<file path="config.mk">
export PLATFORM = sky130hd
export DESIGN_NAME = lrs_ctrl
export DESIGN_NICKNAME = d
export VERILOG_FILES = /design/src/rtl/lrs_pkg.sv /design/src/rtl/lrs_ctrl.sv
export SDC_FILE = /design/constraint.sdc
export NUM_CORES = 1
export LEC_CHECK = 0
export ABC_CLOCK_PERIOD_IN_PS = 1400
export BUFFER_PORTS_ARGS = -buffer_cell sky130_fd_sc_hd__buf_2
export CAP_MARGIN = 10
export CORE_AREA = 2 2 39 41
export CTS_CLUSTER_SIZE = 24
export DETAILED_ROUTE_END_ITERATION = 7
export DIE_AREA = 0 0 41 43
export PLACE_DENSITY = 0.68
export SETUP_SLACK_MARGIN = 0.2
export SYNTH_ARGS = -nofsm -noshare
export SYNTH_HDL_FRONTEND = slang
export SYNTH_SLANG_ARGS = --single-unit
</file>
<file path="constraint.sdc">
create_clock -name clk -period 1.4 [get_ports clk]
set_input_delay 0.21 -clock clk [delete_from_list [all_inputs] [get_ports clk]]
set_output_delay 0.21 -clock clk [all_outputs]
set_load 0.005 [all_outputs]
</file>
<file path="src/rtl/lrs_pkg.sv">
// Shared definitions for the loudspeaker resonance and soft clip block.
// Holds default widths, register indexes, reset values and the controller
// command and status types. No dependencies.
package lrs_pkg;

    localparam int SAMPLE_BITS_DEF = 24;
    localparam int STATE_BITS_DEF  = 32;

    localparam int CFG_IDX_BITS  = 3;
    localparam int CFG_DATA_BITS = 24;
    localparam int COEF_BITS     = 20;
    localparam int SCALE_BITS    = 24;

    localparam logic [CFG_IDX_BITS-1:0] CFG_INPUT_COEF   = 3'd0;
    localparam logic [CFG_IDX_BITS-1:0] CFG_FEEDBACK_ONE = 3'd1;
    localparam logic [CFG_IDX_BITS-1:0] CFG_FEEDBACK_TWO = 3'd2;
    localparam logic [CFG_IDX_BITS-1:0] CFG_CLIP_SCALE   = 3'd3;
    localparam logic [CFG_IDX_BITS-1:0] CFG_OUT_GAIN     = 3'd4;

    localparam logic signed [COEF_BITS-1:0] INPUT_COEF_RST   = 20'sd4509;
    localparam logic signed [COEF_BITS-1:0] FEEDBACK_ONE_RST = 20'sd103567;
    localparam logic signed [COEF_BITS-1:0] FEEDBACK_TWO_RST = -20'sd41943;
    localparam logic [SCALE_BITS-1:0]       CLIP_SCALE_RST   = 24'd32768;
    localparam logic [SCALE_BITS-1:0]       OUT_GAIN_RST     = 24'd65536;

    typedef enum logic [3:0] {
        CMD_NONE,
        CMD_LOAD,
        CMD_MUL_X,
        CMD_MUL_Y1,
        CMD_MUL_Y2,
        CMD_ACC,
        CMD_RES,
        CMD_MUL_MS,
        CMD_DIV_INIT,
        CMD_DIV_STEP,
        CMD_CLIP,
        CMD_MUL_G,
        CMD_OUT
    } cmd_t;

    typedef struct packed {
        logic out_busy;
    } status_t;

endpackage

</file>
<file path="src/rtl/lrs_ctrl.sv">
// Sequencer for the loudspeaker resonance and soft clip block.
// Steps the datapath through resonator, divider and gain stages.
// Depends on lrs_pkg.
module lrs_ctrl #(
    parameter int STATE_BITS = lrs_pkg::STATE_BITS_DEF
) (
    input  logic             clk,
    input  logic             rst_n,
    input  logic             in_valid,
    output logic             in_stall,
    input  lrs_pkg::status_t status,
    output lrs_pkg::cmd_t    cmd
);

    localparam int QB = STATE_BITS - 1;
    localparam int CW = $clog2(QB);

    typedef enum logic [3:0] {
        S_IDLE,
        S_MUL_X,
        S_MUL_Y1,
        S_MUL_Y2,
        S_ACC,
        S_RES,
        S_MUL_MS,
        S_DIV_INIT,
        S_DIV_STEP,
        S_CLIP,
        S_MUL_G,
        S_OUT
    } state_t;

    state_t          state_reg, state_next;
    logic [CW-1:0]   cnt_reg, cnt_next;
    logic            stall_reg, stall_next;

    assign in_stall = stall_reg;

    always_comb
    begin
        state_next = state_reg;
        cnt_next   = cnt_reg;
        stall_next = stall_reg;
        cmd        = lrs_pkg::CMD_NONE;
        case (state_reg)
            S_IDLE:
            begin
                if (in_valid)
                begin
                    cmd        = lrs_pkg::CMD_LOAD;
                    state_next = S_MUL_X;
                    stall_next = 1'b1;
                end
            end
            S_MUL_X:
            begin
                cmd        = lrs_pkg::CMD_MUL_X;
                state_next = S_MUL_Y1;
            end
            S_MUL_Y1:
            begin
                cmd        = lrs_pkg::CMD_MUL_Y1;
                state_next = S_MUL_Y2;
            end
            S_MUL_Y2:
            begin
                cmd        = lrs_pkg::CMD_MUL_Y2;
                state_next = S_ACC;
            end
            S_ACC:
            begin
                cmd        = lrs_pkg::CMD_ACC;
                state_next = S_RES;
            end
            S_RES:
            begin
                cmd        = lrs_pkg::CMD_RES;
                state_next = S_MUL_MS;
            end
            S_MUL_MS:
            begin
                cmd        = lrs_pkg::CMD_MUL_MS;
                state_next = S_DIV_INIT;
            end
            S_DIV_INIT:
            begin
                cmd        = lrs_pkg::CMD_DIV_INIT;
                cnt_next   = '0;
                state_next = S_DIV_STEP;
            end
            S_DIV_STEP:
            begin
                cmd      = lrs_pkg::CMD_DIV_STEP;
                cnt_next = cnt_reg + 1'b1;
                if (cnt_reg == CW'(QB - 1))
                begin
                    state_next = S_CLIP;
                end
            end
            S_CLIP:
            begin
                cmd        = lrs_pkg::CMD_CLIP;
                state_next = S_MUL_G;
            end
            S_MUL_G:
            begin
                cmd        = lrs_pkg::CMD_MUL_G;
                state_next = S_OUT;
            end
            S_OUT:
            begin
                if (!status.out_busy)
                begin
                    cmd        = lrs_pkg::CMD_OUT;
                    state_next = S_IDLE;
                    stall_next = 1'b0;
                end
            end
            default:
            begin
                state_next = S_IDLE;
                stall_next = 1'b0;
            end
        endcase
    end

    always_ff @(posedge clk or negedge rst_n)
    begin
        if (!rst_n)
        begin
            state_reg <= S_IDLE;
            cnt_reg   <= '0;
            stall_reg <= 1'b0;
        end
        else
        begin
            state_reg <= state_next;
            cnt_reg   <= cnt_next;
            stall_reg <= stall_next;
        end
    end

endmodule

</file>
Word level (Yosys, flattened, before mapping):

Index checks and enable logic that the tools add are counted.

* register bits: 10
* input port bits: 4
* output and inout bits: 5
* logic and storage cells: 36

* $add $sub $neg: 1
* eq/ne operators: 15
* muxes and demuxes: 11
* bitwise logic cells: 1
* reductions and logical operators: 5

Operators by type and width (count)
* 4-bit case mux with 12 select lines: 2
* 4-bit by 3-bit == test with 1-bit output, second input constant: 4
* 4-bit == test, second input constant: 4
* 4-bit two-way mux: 4
* 5-bit case mux with 2 select lines: 1
* 10-bit OR reduction: 1
* 4-bit by 2-bit == test with 1-bit output, second input constant: 2
* 2-bit inequality test, second input constant: 3
* 3-bit AND reduction: 2
* 5-bit by 1-bit adder with 5-bit output, second input constant: 1
* 5-bit == test, second input constant: 1
* 4-bit by 1-bit == test with 1-bit output, second input constant: 1
* 4-bit zero test: 1
* 1-bit two-way mux: 3
* 1-bit case mux with 3 select lines: 1
* 2-bit nonzero test: 1
* 1-bit inverter: 1

Longest topological paths before layout:

Gate-level depths: netlist of run 1.

* word-level depth: 4
* mapped depth: 5
* depth with buffers taken out: 5

Least setup slack after synthesis of run 1:

OpenSTA, ideal clock, no wires.

* path type: flip-flop to flip-flop
* start point: reg state_reg[0]
* end point: reg state_reg[0]
* library setup time: 0.128 ns
* arrival time: 1.224 ns
* data required time: 1.272 ns
* slack: 0.048 ns
* stages on the path, launching flop included: 5
* path buffers: 1
* period minus slack after synthesis: 1.352 ns
* path through: dfrtp_1 buf_4 or4_1 a21oi_1 o22ai_1

* longest elaborated chain between the ends: 3
* elaborated cells between the ends (all ways): 17
* classes of those cells: eq/ne (14); mux (1); reduce/logical (2)

Ends and longest elaborated chain
* start, declared: RTL line lrs_ctrl.sv:33 `state_t state_reg, state_next;`
* start signal, assigned: RTL line lrs_ctrl.sv:137 `state_reg <= state_next;`
* 4-bit == test or 4-bit zero test (tied branches): RTL line lrs_ctrl.sv:45 `case (state_reg)`
* 2-bit inequality test (no source line)
* 3-bit AND reduction (no source line)

Parallel ways exist; a longest one is shown, timed or not.
A chain may end at the register's enable or synchronous reset.

Final worst setup path of run 1:

* start point: reg state_reg[1]
* end point: out cmd[2]

* longest elaborated chain between the ends: 2
* elaborated cells between the ends (all ways): 13
* classes of those cells: eq/ne (11); mux (1); reduce/logical (1)

Ends and longest elaborated chain
* 4-bit == test, or another cell as far along: RTL line lrs_ctrl.sv:45
* 4-bit case mux with 12 select lines *: RTL line lrs_ctrl.sv:45
* end, declared: RTL line lrs_ctrl.sv:12 `output lrs_pkg::cmd_t cmd`

Mark *: on every way between the ends. The rest lies on a longest branch, timed or not.

==> results.md, run 1 <==
- Flip-flop count of the largest register after layout: 5
- Via density: 5.47
- Post-Synth Adder-Cell Area: 4.15%
- Total Wirelength: 1440 um
- WP data arrival: 1340 ps
- Final setup vio count: 7
- Via count: 542
- Vias in the first global route: 565
- Avg Synthesized Cell Area: 10.2 um2
- Yosys synthesis warning count: 0
- DRT Pass-1 Iters: 4
- Layout Cells excl Fill: 99
- Setup WS post-layout: -149 ps
- Root buffer cell: clkbuf_4
- # H-tree levels: 1
- CP bufs+invs: 3
- Port bufs: 8
- Starting Density: 43.6%
- Slowest cell on crit path: dfrtp_1
- DR iter-0 viols: 10
- Ys async rst share: 100%
- Register area share after synthesis: 41.5%
- Total power: 0.00192 W
- Normalized max-slew margin: 81.9%
- Clk_lat worst skew: 260 ps
- Area share of xor/xnor cells in the synthesized design: 2.90%
- Area taken by multi-input logic gates: 357 um2
- Register Area: 250 um2
- Leakage power total: 0.430 nW
- CP Capture Type: output port
- Crit share post-route: 111%
- GRT Overall Usage: 21.1%
- Failing checks: setup timing
- Global-route wire length before repair: 2470 um
- Req. time, crit path: 1190 ps
- Most used cell, CP: buf_6
- Core Area: 1380 um2
- Mean routed wirelength per cell: 14.5 um
- Worst r2r path cells: 5
- Min-delay worst type: in2reg
- Die area: 1760 um2
- Nature of the critical path startpoint: flip-flop
- Compound-gate portion of the synthesized area: 14.5%
- Worst-path clk slew: 70 ps
- Simple-gate share of the synthesized area: 22.8%
- #FFs+latches synth: 10
- Antenna violations before repair: 0
- # clock sinks: 10
- Die Width: 41 um
- Number of synthesized flops with an enable pin: 0
- Max Cap Violations: 0
- Max-slew violations: 0
- Gp weighted congestion: 0.790
- Post-synth cell types: 29
- Fin nets: 91
- Ant. Diodes: 0
- Combinational family with the most area after synthesis: simple AND/OR/NAND/NOR gates
- Share of layout cells above drive strength 1: 48.2%
- Crit path max-delay family: flip-flops
- Area Growth Syn to Fin: 45.9%
- Status: complete, but fails checks
- Post-Syn Area: 603 um2
- Residual DRC count: 0
- Mux contribution to synthesized area: 6.64%
- Gr ovfl total: 0
- CP max stage delay: 390 ps
- Max Clock Skew: 8.75 ps
- Final-layout fill cell count: 126
- Fmax: 646 MHz
- VDD IR max: 0.00147 V
- Synthesized Nets: 65
- Worst slew pin tran: 270 ps
- Inst Count DP: 86
- Max FO, Critical Path: 4
- Crit path time final: 1550 ps
- Standard-cell rows: 14
- Hold path depth: 2
- Final Hold Viols: 0
- Critical path type: reg2out
- CP Cell Sequence: buf_6, buf_6, and3b_2, o2bb2ai_2, buf_2
- Largest net degree at the start of global routing: 12
- Synth Instances: 59
- Pwr per Cell Area: 2190 nW/um2
- CTS tree: built
- Die Y: 43 um
- I/O pin total: 9
- Setup TNS: -727 ps
- RSZ-0062 raised after global routing: yes
- ANT nets after route: 0
- CP Depth: 5
- Dpl hpwl: 902 um
- Deepest clock path buffer count: 2
- Ys flop type: dfrtp_1
- Cts bufs inserted: 3
-- worst reg2reg max path, delay by kind of cell, from the launching register on --
| kind | cells | cell delay [ps] |
|---|---|---|
| buffers and inverters | 2 | 260 |
| AO/OA/AOI/OAI | 2 | 240 |
| flip-flops | 1 | 390 |
| AND/OR/NAND/NOR | 1 | 510 |
-- synth_stat cells (2+ instances only) --
library cell  count  area share, %
nand3_1           2            1.7
o21ai_0           3            2.5
ha_1              2            4.1
o21ai_1           3            2.5
inv_1             2            1.2
dfrtp_1          10             41
nand2_1           5            3.1
buf_2             3            2.5
nand4_1           3            3.1
xnor2_1           2            2.9
mux2i_1           4            6.6
a21oi_1           3            2.5
-- power breakdown --
| group | switching, W | internal (W) | leakage [nW] |
|---|---|---|---|
| clock network | 0.0000947 | 0.0000990 | 0.0138 |
| logic | 0.000568 | 0.000696 | 0.287 |
| registers | 0.0000761 | 0.000391 | 0.129 |
-- per-stage QoR --
step	util (%)	area (um2)	hold slack [ps]	setup slack [ps]
after floorplan	-	603	-85.6	64.5
after global placement	49.8	689	80.4	28.9
after detailed placement	49.8	689	85.5	-10.2
after CTS	60.4	836	186	-150
after global routing	63.6	880	224	-201
final	63.6	880	205	-149
-- kinds of logic after synthesis --
| group | count (synthesis) |
|---|---|
| AO/OA/AOI/OAI | 14 |
| multiplexers | 4 |
| buffers and inverters | 8 |
| adder cells (fa/ha/maj) | 2 |
| AND/OR/NAND/NOR | 19 |
| XOR/XNOR | 2 |
| flip-flops | 10 |
-- cells in the final DEF, fill, tap and decap left out, types with 2 or more instances in the layout --
master    count
o21ai_1       4
inv_1         2
mux2i_1       4
xnor2_2       2
dfrtp_1      10
buf_2         8
nand3_1       2
nand2_1       4
buf_4         6
nand4_1       3
a21oi_2       2
buf_6        11
o21ai_2       2
clkbuf_4      3
ha_1          2
-- area by class of cell --
| cell class | instances | area share (%) |
|---|---|---|
| well taps | 16 | 2.28 |
| repair buffers | 26 | 24.9 |
| clock buffers | 3 | 2.56 |
| flip-flops and latches | 10 | 28.4 |
| multi-input cells | 41 | 40.5 |
| inverters | 3 | 1.28 |
-- path summary, 6_finish.rpt --
check / startpoint / endpoint / slack, ps
max: state_reg[1] / cmd[2] / -150
min: in_valid / in_stall / 200
max reg2reg: state_reg[1] / state_reg[0] / -130
min reg2reg: cnt_reg[4] / cnt_reg[4] / 480
max in group asynchronous: rst_n / state_reg[0] / 870
min in group asynchronous: rst_n / state_reg[1] / 330
-- per-layer routing --
| metal | GRT usage (%) | routed length, um | vias up |
|---|---|---|---|
| met2 | 31.6 | 740 | 14 |
| met5 | 0 | 0 | - |
| met4 | 14.0 | 19 | 0 |
| met1 | 26.6 | 622 | 259 |
| li1 | - | - | 267 |
| met3 | 3.14 | 55 | 2 |
-- what timing repair did --
item	CTS	global route
endpoints found under the hold margin	10	0
resized for setup	16	8
buffers inserted	7	2
endpoints found under the setup margin	11	13
pin swaps	3	3
hold buffers	1	0
cloned	0	0
Power figures use the tool's default switching activity.
==> inputs of run 2 (changes only) <==
==> constraint.sdc (replaced) <==
create_clock -name clk -period 1.4 [get_ports clk]
set_input_delay 0.14 -clock clk [delete_from_list [all_inputs] [get_ports clk]]
set_output_delay 0.14 -clock clk [all_outputs]
set_load 0.005 [all_outputs]
==> results.md, run 2 (synthesis results as in run 1) <==
- Clk pwr share: 13.6% (+3.5 points)
- Post-Layout Inst Area: 885 um2 (+0.57%)
- Layout Cells excl Fill: 99 (unchanged)
- Most used cell, CP: buf_6
- Fmax: 666 MHz (+3.1%)
- GRT Overall Usage: 21.0% (-0.080 points)
- Commonest cells after routing, fill and taps aside: dfrtp_1, buf_6, buf_2
- # H-tree levels: 1 (unchanged)
- Register Area: 250 um2 (unchanged)
- Die Width: 41 um (unchanged)
- Crit path max-delay family: flip-flops
- CP max stage delay: 400 ps (about the same)
- Final setup vio count: 6 (-1)
- VDD IR max: 0.00120 V (-19%)
- Antenna violations before repair: 0 (unchanged)
- Slowest cell on crit path: dfrtp_1
- ANT nets after route: 0 (unchanged)
- Die Y: 43 um (unchanged)
- CTS tree: built
- Reg power frac: 24.6% (+0.3 points)
- Total power: 0.00187 W (-2.8%)
- Leakage power total: 0.428 nW (-0.48%)
- Final Hold Viols: 0 (unchanged)
- Failing checks: setup timing
- Max-slew violations: 0 (unchanged)
- Inst Count DP: 86 (unchanged)
- Root buffer cell: clkbuf_4
- Port bufs: 8 (unchanged)
- Ant. Diodes: 0 (unchanged)
- Global-route wire length before repair: 2500 um (+1.1%)
- Deepest clock path buffer count: 2 (unchanged)
- Area taken by multi-input logic gates: 363 um2 (+1.8%)
- Normalized max-slew margin: 82.1% (+0.12 points)
- Core Area: 1380 um2 (unchanged)
- Total Wirelength: 1420 um (-1.3%)
- Dpl hpwl: 873 um (-3.3%)
- Max Clock Skew: 2.65 ps (-6.10 ps)
- Cts bufs inserted: 3 (unchanged)
- Area Growth Syn to Fin: 46.7%
- Setup WS post-layout: -102 ps (+46.9 ps)
- I/O pin total: 9 (unchanged)
- Setup TNS: -374 ps (+353 ps)
- P_int: 0.00117 W (-1.1%)
- Gr ovfl total: 0 (unchanged)
- Status: complete, but fails checks
- Standard-cell rows: 14 (unchanged)
- Flip-flop count of the largest register after layout: 5 (unchanged)
- CP Cell Sequence: buf_6, buf_6, and3b_2, o2bb2ai_2, buf_2
- Switching power total: 0.000698 W (-5.5%)
- Clk_lat worst skew: 260 ps (about the same)
- Req. time, crit path: 1260 ps (+70 ps)
- # clock sinks: 10 (unchanged)
- Via density: 5.47 (unchanged)
- Mean routed wirelength per cell: 14.3 um (-1.3%)
- Placed instance area: 689 um2 (unchanged)
- Pwr per Cell Area: 2120 nW/um2 (-3.3%)
- Residual DRC count: 0 (unchanged)
- Min-delay worst type: in2reg
- WP data arrival: 1360 ps (+20 ps)
- CP Capture Type: output port
- Crit path time final: 1500 ps (-46.9 ps)
- Leading cell type in the layout, fill and taps excluded: dfrtp_1
- Worst slew pin tran: 268 ps (-1.83 ps)
- CP bufs+invs: 3 (unchanged)
- Gp weighted congestion: 0.760 (-3.8%)
- Nature of the critical path startpoint: flip-flop
- Fin nets: 90 (-1.1%)
- Via count: 542 (unchanged)
- Max Cap Violations: 0 (unchanged)
- Critical path type: reg2out
- Final-layout fill cell count: 126 (unchanged)
- Share of layout cells above drive strength 1: 50.6% (+2.4 points)
- RSZ-0062 raised after global routing: yes
- WHS: 137 ps (-67.9 ps)
- Switching part of the total power: 37.3% (-1.1 points)
- Vias in the first global route: 552 (-2.3%)
- Comb pwr share: 61.8% (-3.9 points)
- DRT Pass-1 Iters: 2 (-2)
- Max FO, Critical Path: 7 (+3)
- DR iter-0 viols: 6 (-4)
- Starting Density: 43.6% (unchanged)
- Largest net degree at the start of global routing: 12 (unchanged)
- Crit share post-route: 107% (-3.3 points)
- Worst-path clk slew: 70 ps (about the same)
- Die area: 1760 um2 (unchanged)
-- run 2: cell count changes in the layout (fill, tap and decap cells not counted), sizes merged --
cell / before / now
buf: 25 / 24
clkbuf: 3 / 4
-- run 2: cell type report --
class	count	area share [%]
Multi-Input combinational cell	41	41.0
Sequential cell	10	28.3
Timing Repair Buffer	25	23.1
Clock buffer	4	4.10
Tap cell	16	2.26
Inverter	3	1.27
-- run 2: what timing repair did --
action / 4_1_cts / 5_1_grt
gates resized for setup: 17 / 7
hold buffers: 1 / 0
hold endpoints to repair: 10 / 0
setup buffers: 5 / 3
pin swaps: 12 / 3
gates cloned: 0 / 0
endpoints found under the setup margin: 11 / 13
-- run 2: path summary, 6_finish.rpt --
check	start	endpoint	slack (ps)	depth (start not counted)
worst max register to register	state_reg[1]	cnt_reg[2]	-100	4
worst max-delay path	state_reg[0]	cmd[2]	-100	5
worst min-delay path	in_valid	in_stall	140	2
min in group asynchronous	rst_n	cnt_reg[0]	260	2
worst min register to register	cnt_reg[4]	cnt_reg[4]	480	1
max in group asynchronous	rst_n	in_stall	940	2
-- run 2: per-stage QoR --
stage	setup WS, ps	utilization [%]
2_1_floorplan	64.5	-
3_3_place_gp	17.8	49.8
3_5_place_dp	-8.65	49.8
4_1_cts	-99.8	60.3
5_1_grt	-161	63.9
6_report	-102	63.9
-- run 2: metal layers --
| metal | track usage [%] | share of wire, % | wire length (um) |
|---|---|---|---|
| met1 | 27.3 | 41 | 586 |
| met2 | 32.5 | 55 | 784 |
| met3 | 4.71 | 2.5 | 36 |
| met4 | 8.00 | 0.85 | 12 |
| met5 | 0 | 0 | 0 |
-- run 2: power by group through the flow --
| stage | Clock [W] | Combinational (W) | Sequential (W) |
|---|---|---|---|
| after global placement | 0 | 0.000802 | 0.000469 |
| after detailed placement | 0 | 0.000816 | 0.000476 |
| after floorplan | 0 | 0.000537 | 0.000456 |
| final | 0.000255 | 0.00116 | 0.000460 |
| after CTS | 0.000263 | 0.00107 | 0.000477 |
| after global routing | 0.000275 | 0.00128 | 0.000467 |
-- run 2: worst reg2reg max path, cell delays in order (launching register included) --
cell and delay (ps):
dfrtp_1 400, buf_6 130, or4b_4 590, mux2i_1 170
mux2i_1 90
==> inputs of run 3 (changes only) <==
--- a/config.mk
+++ b/config.mk
@@ -5,15 +5,16 @@
 export SDC_FILE = /design/constraint.sdc
 export NUM_CORES = 1
 export LEC_CHECK = 0
-export ABC_CLOCK_PERIOD_IN_PS = 1400
+export ABC_CLOCK_PERIOD_IN_PS = 1900
 export BUFFER_PORTS_ARGS = -buffer_cell sky130_fd_sc_hd__buf_2
 export CAP_MARGIN = 10
 export CORE_AREA = 2 2 39 41
 export CTS_CLUSTER_SIZE = 24
 export DETAILED_ROUTE_END_ITERATION = 7
 export DIE_AREA = 0 0 41 43
-export PLACE_DENSITY = 0.68
+export PLACE_DENSITY = 0.66
 export SETUP_SLACK_MARGIN = 0.2
 export SYNTH_ARGS = -nofsm -noshare
 export SYNTH_HDL_FRONTEND = slang
 export SYNTH_SLANG_ARGS = --single-unit
+export TNS_END_PERCENT = 30
==> constraint.sdc (replaced) <==
create_clock -name clk -period 1.9 [get_ports clk]
set_input_delay 0.19 -clock clk [delete_from_list [all_inputs] [get_ports clk]]
set_output_delay 0.19 -clock clk [all_outputs]
set_load 0.005 [all_outputs]
==> results.md, run 3 (synthesis results as in run 1) <==
- Max Clock Skew: 5.83 ps (+3.18 ps)
- Normalized max-slew margin: 75.6% (-6.5 points)
- WP data arrival: 1700 ps (+340 ps)
- Port bufs: 8 (unchanged)
- Total Wirelength: 1110 um (-22%)
- Vias in the first global route: 426 (-23%)
- GRT Overall Usage: 16.0% (-5.0 points)
- Starting Density: 43.6% (unchanged)
- CP Capture Type: flip-flop
- Global route hottest layer: met1
- Antenna violations before repair: 0 (unchanged)
- # clock sinks: 10 (unchanged)
- Worst r2r path cells: 3 (-1)
- Hold path depth: 2 (unchanged)
- Worst-path clk slew: 70 ps (about the same)
- Final core utilization: 50.5% (-13 points)
- Gr ovfl total: 0 (unchanged)
- I/O pin total: 9 (unchanged)
- Layout Cells excl Fill: 86 (-13%)
- Inst Count DP: 81 (-5.8%)
- DRT Pass-1 Iters: 4 (+2)
- Cts bufs inserted: 3 (unchanged)
- M2 GR Usage: 21.9% (-11 points)
- Residual DRC count: 0 (unchanged)
- Fin nets: 77 (-14%)
- Register Area: 250 um2 (unchanged)
- Postcts setup bufs: 0 (-5)
- Worst slew pin tran: 366 ps (+98.2 ps)
- Req. time, crit path: 2040 ps (+780 ps)
- Standard-cell rows: 14 (unchanged)
- Gp weighted congestion: 0.751 (-1.1%)
- Via count: 486 (-10%)
- Global-route wire length before repair: 1880 um (-25%)
- Die area: 1760 um2 (unchanged)
- Ant. Diodes: 0 (unchanged)
- Final setup vio count: 0 (-6)
- RSZ-0062 raised after global routing: no
- HP Start: in_valid
- Root buffer cell: clkbuf_4
- Pwr per Cell Area: 1540 nW/um2 (-27%)
- Die Width: 41 um (unchanged)
- Dpl hpwl: 813 um (-6.8%)
- VDD IR max: 0.000751 V (-37%)
- Setup WS post-layout: 342 ps (+444 ps)
- Nature of the critical path startpoint: flip-flop
- Worst R2R Setup Slack: 340 ps (+440 ps)
- Hold Crit Endpoint: in_stall
- Setup TNS: 0 ps (+374 ps)
- Post-Layout Inst Area: 698 um2 (-21%)
- Crit path time final: 1560 ps
- Share of layout cells above drive strength 1: 25.7% (-25 points)
- Area Growth Syn to Fin: 15.8%
- Min-delay worst type: in2reg
- CTS tree: built
- DR iter-0 viols: 10 (+4)
- Critical R2R Launch: state_reg[3]
- Leakage power total: 0.335 nW (-22%)
- Clk_lat worst skew: 260 ps (about the same)
- Worst Setup SP: state_reg[3]
- Dpl ws: 366 ps (+375 ps)
- Via density: 5.65 (+3.2%)
- Flip-flop count of the largest register after layout: 5 (unchanged)
- Core Area: 1380 um2 (unchanged)
- Mean routed wirelength per cell: 12.9 um (-9.9%)
- Commonest cells after routing, fill and taps aside: dfrtp_1, buf_2, nand2_1
- Area taken by multi-input logic gates: 308 um2 (-15%)
- Final Hold Viols: 0 (unchanged)
- Placed instance area: 652 um2 (-5.4%)
- Deepest clock path buffer count: 2 (unchanged)
- # H-tree levels: 1 (unchanged)
- Max FO, Critical Path: 13 (+6)
- Reg-to-Reg End: cnt_reg[2]
- Max Cap Violations: 0 (unchanged)
- Final-layout fill cell count: 139 (+10%)
- Crit share post-route: 82.0%
- Largest net degree at the start of global routing: 14 (+2)
- Met3 usage: 4.71% (unchanged)
- Critical path type: reg2reg
- Status: finished clean
- Leading cell type in the layout, fill and taps excluded: dfrtp_1
- Max-slew violations: 0 (unchanged)
- ANT nets after route: 0 (unchanged)
- Die Y: 43 um (unchanged)
- Fmax: 642 MHz
- GRT met1 Usage: 22.1% (-5.2 points)
-- run 3: worst max-delay path by stage --
stage / to / cells past startpoint / slack (ps)
2_1_floorplan: state_reg[0] / 4 / 550
3_3_place_gp: cnt_reg[2] / 3 / 400
3_5_place_dp: cnt_reg[2] / 3 / 370
4_1_cts: cnt_reg[2] / 3 / 350
5_1_grt: cmd[3] / 4 / 250
6_report: cnt_reg[2] / 3 / 340
-- run 3: layout make-up --
| class | instances | share of cell area (%) |
|---|---|---|
| inverter | 3 | 1.61 |
| clock buffer | 4 | 5.20 |
| timing repair buffer | 12 | 10.4 |
| tap | 16 | 2.87 |
| sequential | 10 | 35.8 |
| multi-input combinational | 41 | 44.1 |
-- run 3: what timing repair did --
action	CTS	global route
hold endpoints to repair	10	0
hold buffers	1	0
resized for setup	0	0
-- run 3: layer usage --
| metal | wire length, um | vias to the layer above |
|---|---|---|
| met4 | 0 | 0 |
| met3 | 41 | 0 |
| met2 | 519 | 10 |
| met1 | 551 | 232 |
| li1 | - | 244 |
| met5 | 0 | - |
-- run 3: critical path, cell delays in order (launching register included) --
cell and delay, ps:
dfrtp_1 570, or4b_1 600, mux2i_1 190, mux2i_1 90
-- run 3: power breakdown --
part	leakage (nW)	internal (W)	switching (W)
clock	0.0210	0.000116	0.0000782
sequential	0.129	0.000287	0.0000833
combinational	0.185	0.000249	0.000258
-- run 3: through the flow --
stage	total power, W	hold slack (ps)
after floorplan	0.000732	-106
after global placement	0.000874	63.5
after detailed placement	0.000886	60.8
after CTS	0.00108	189
after global routing	0.00117	199
final	0.00107	187
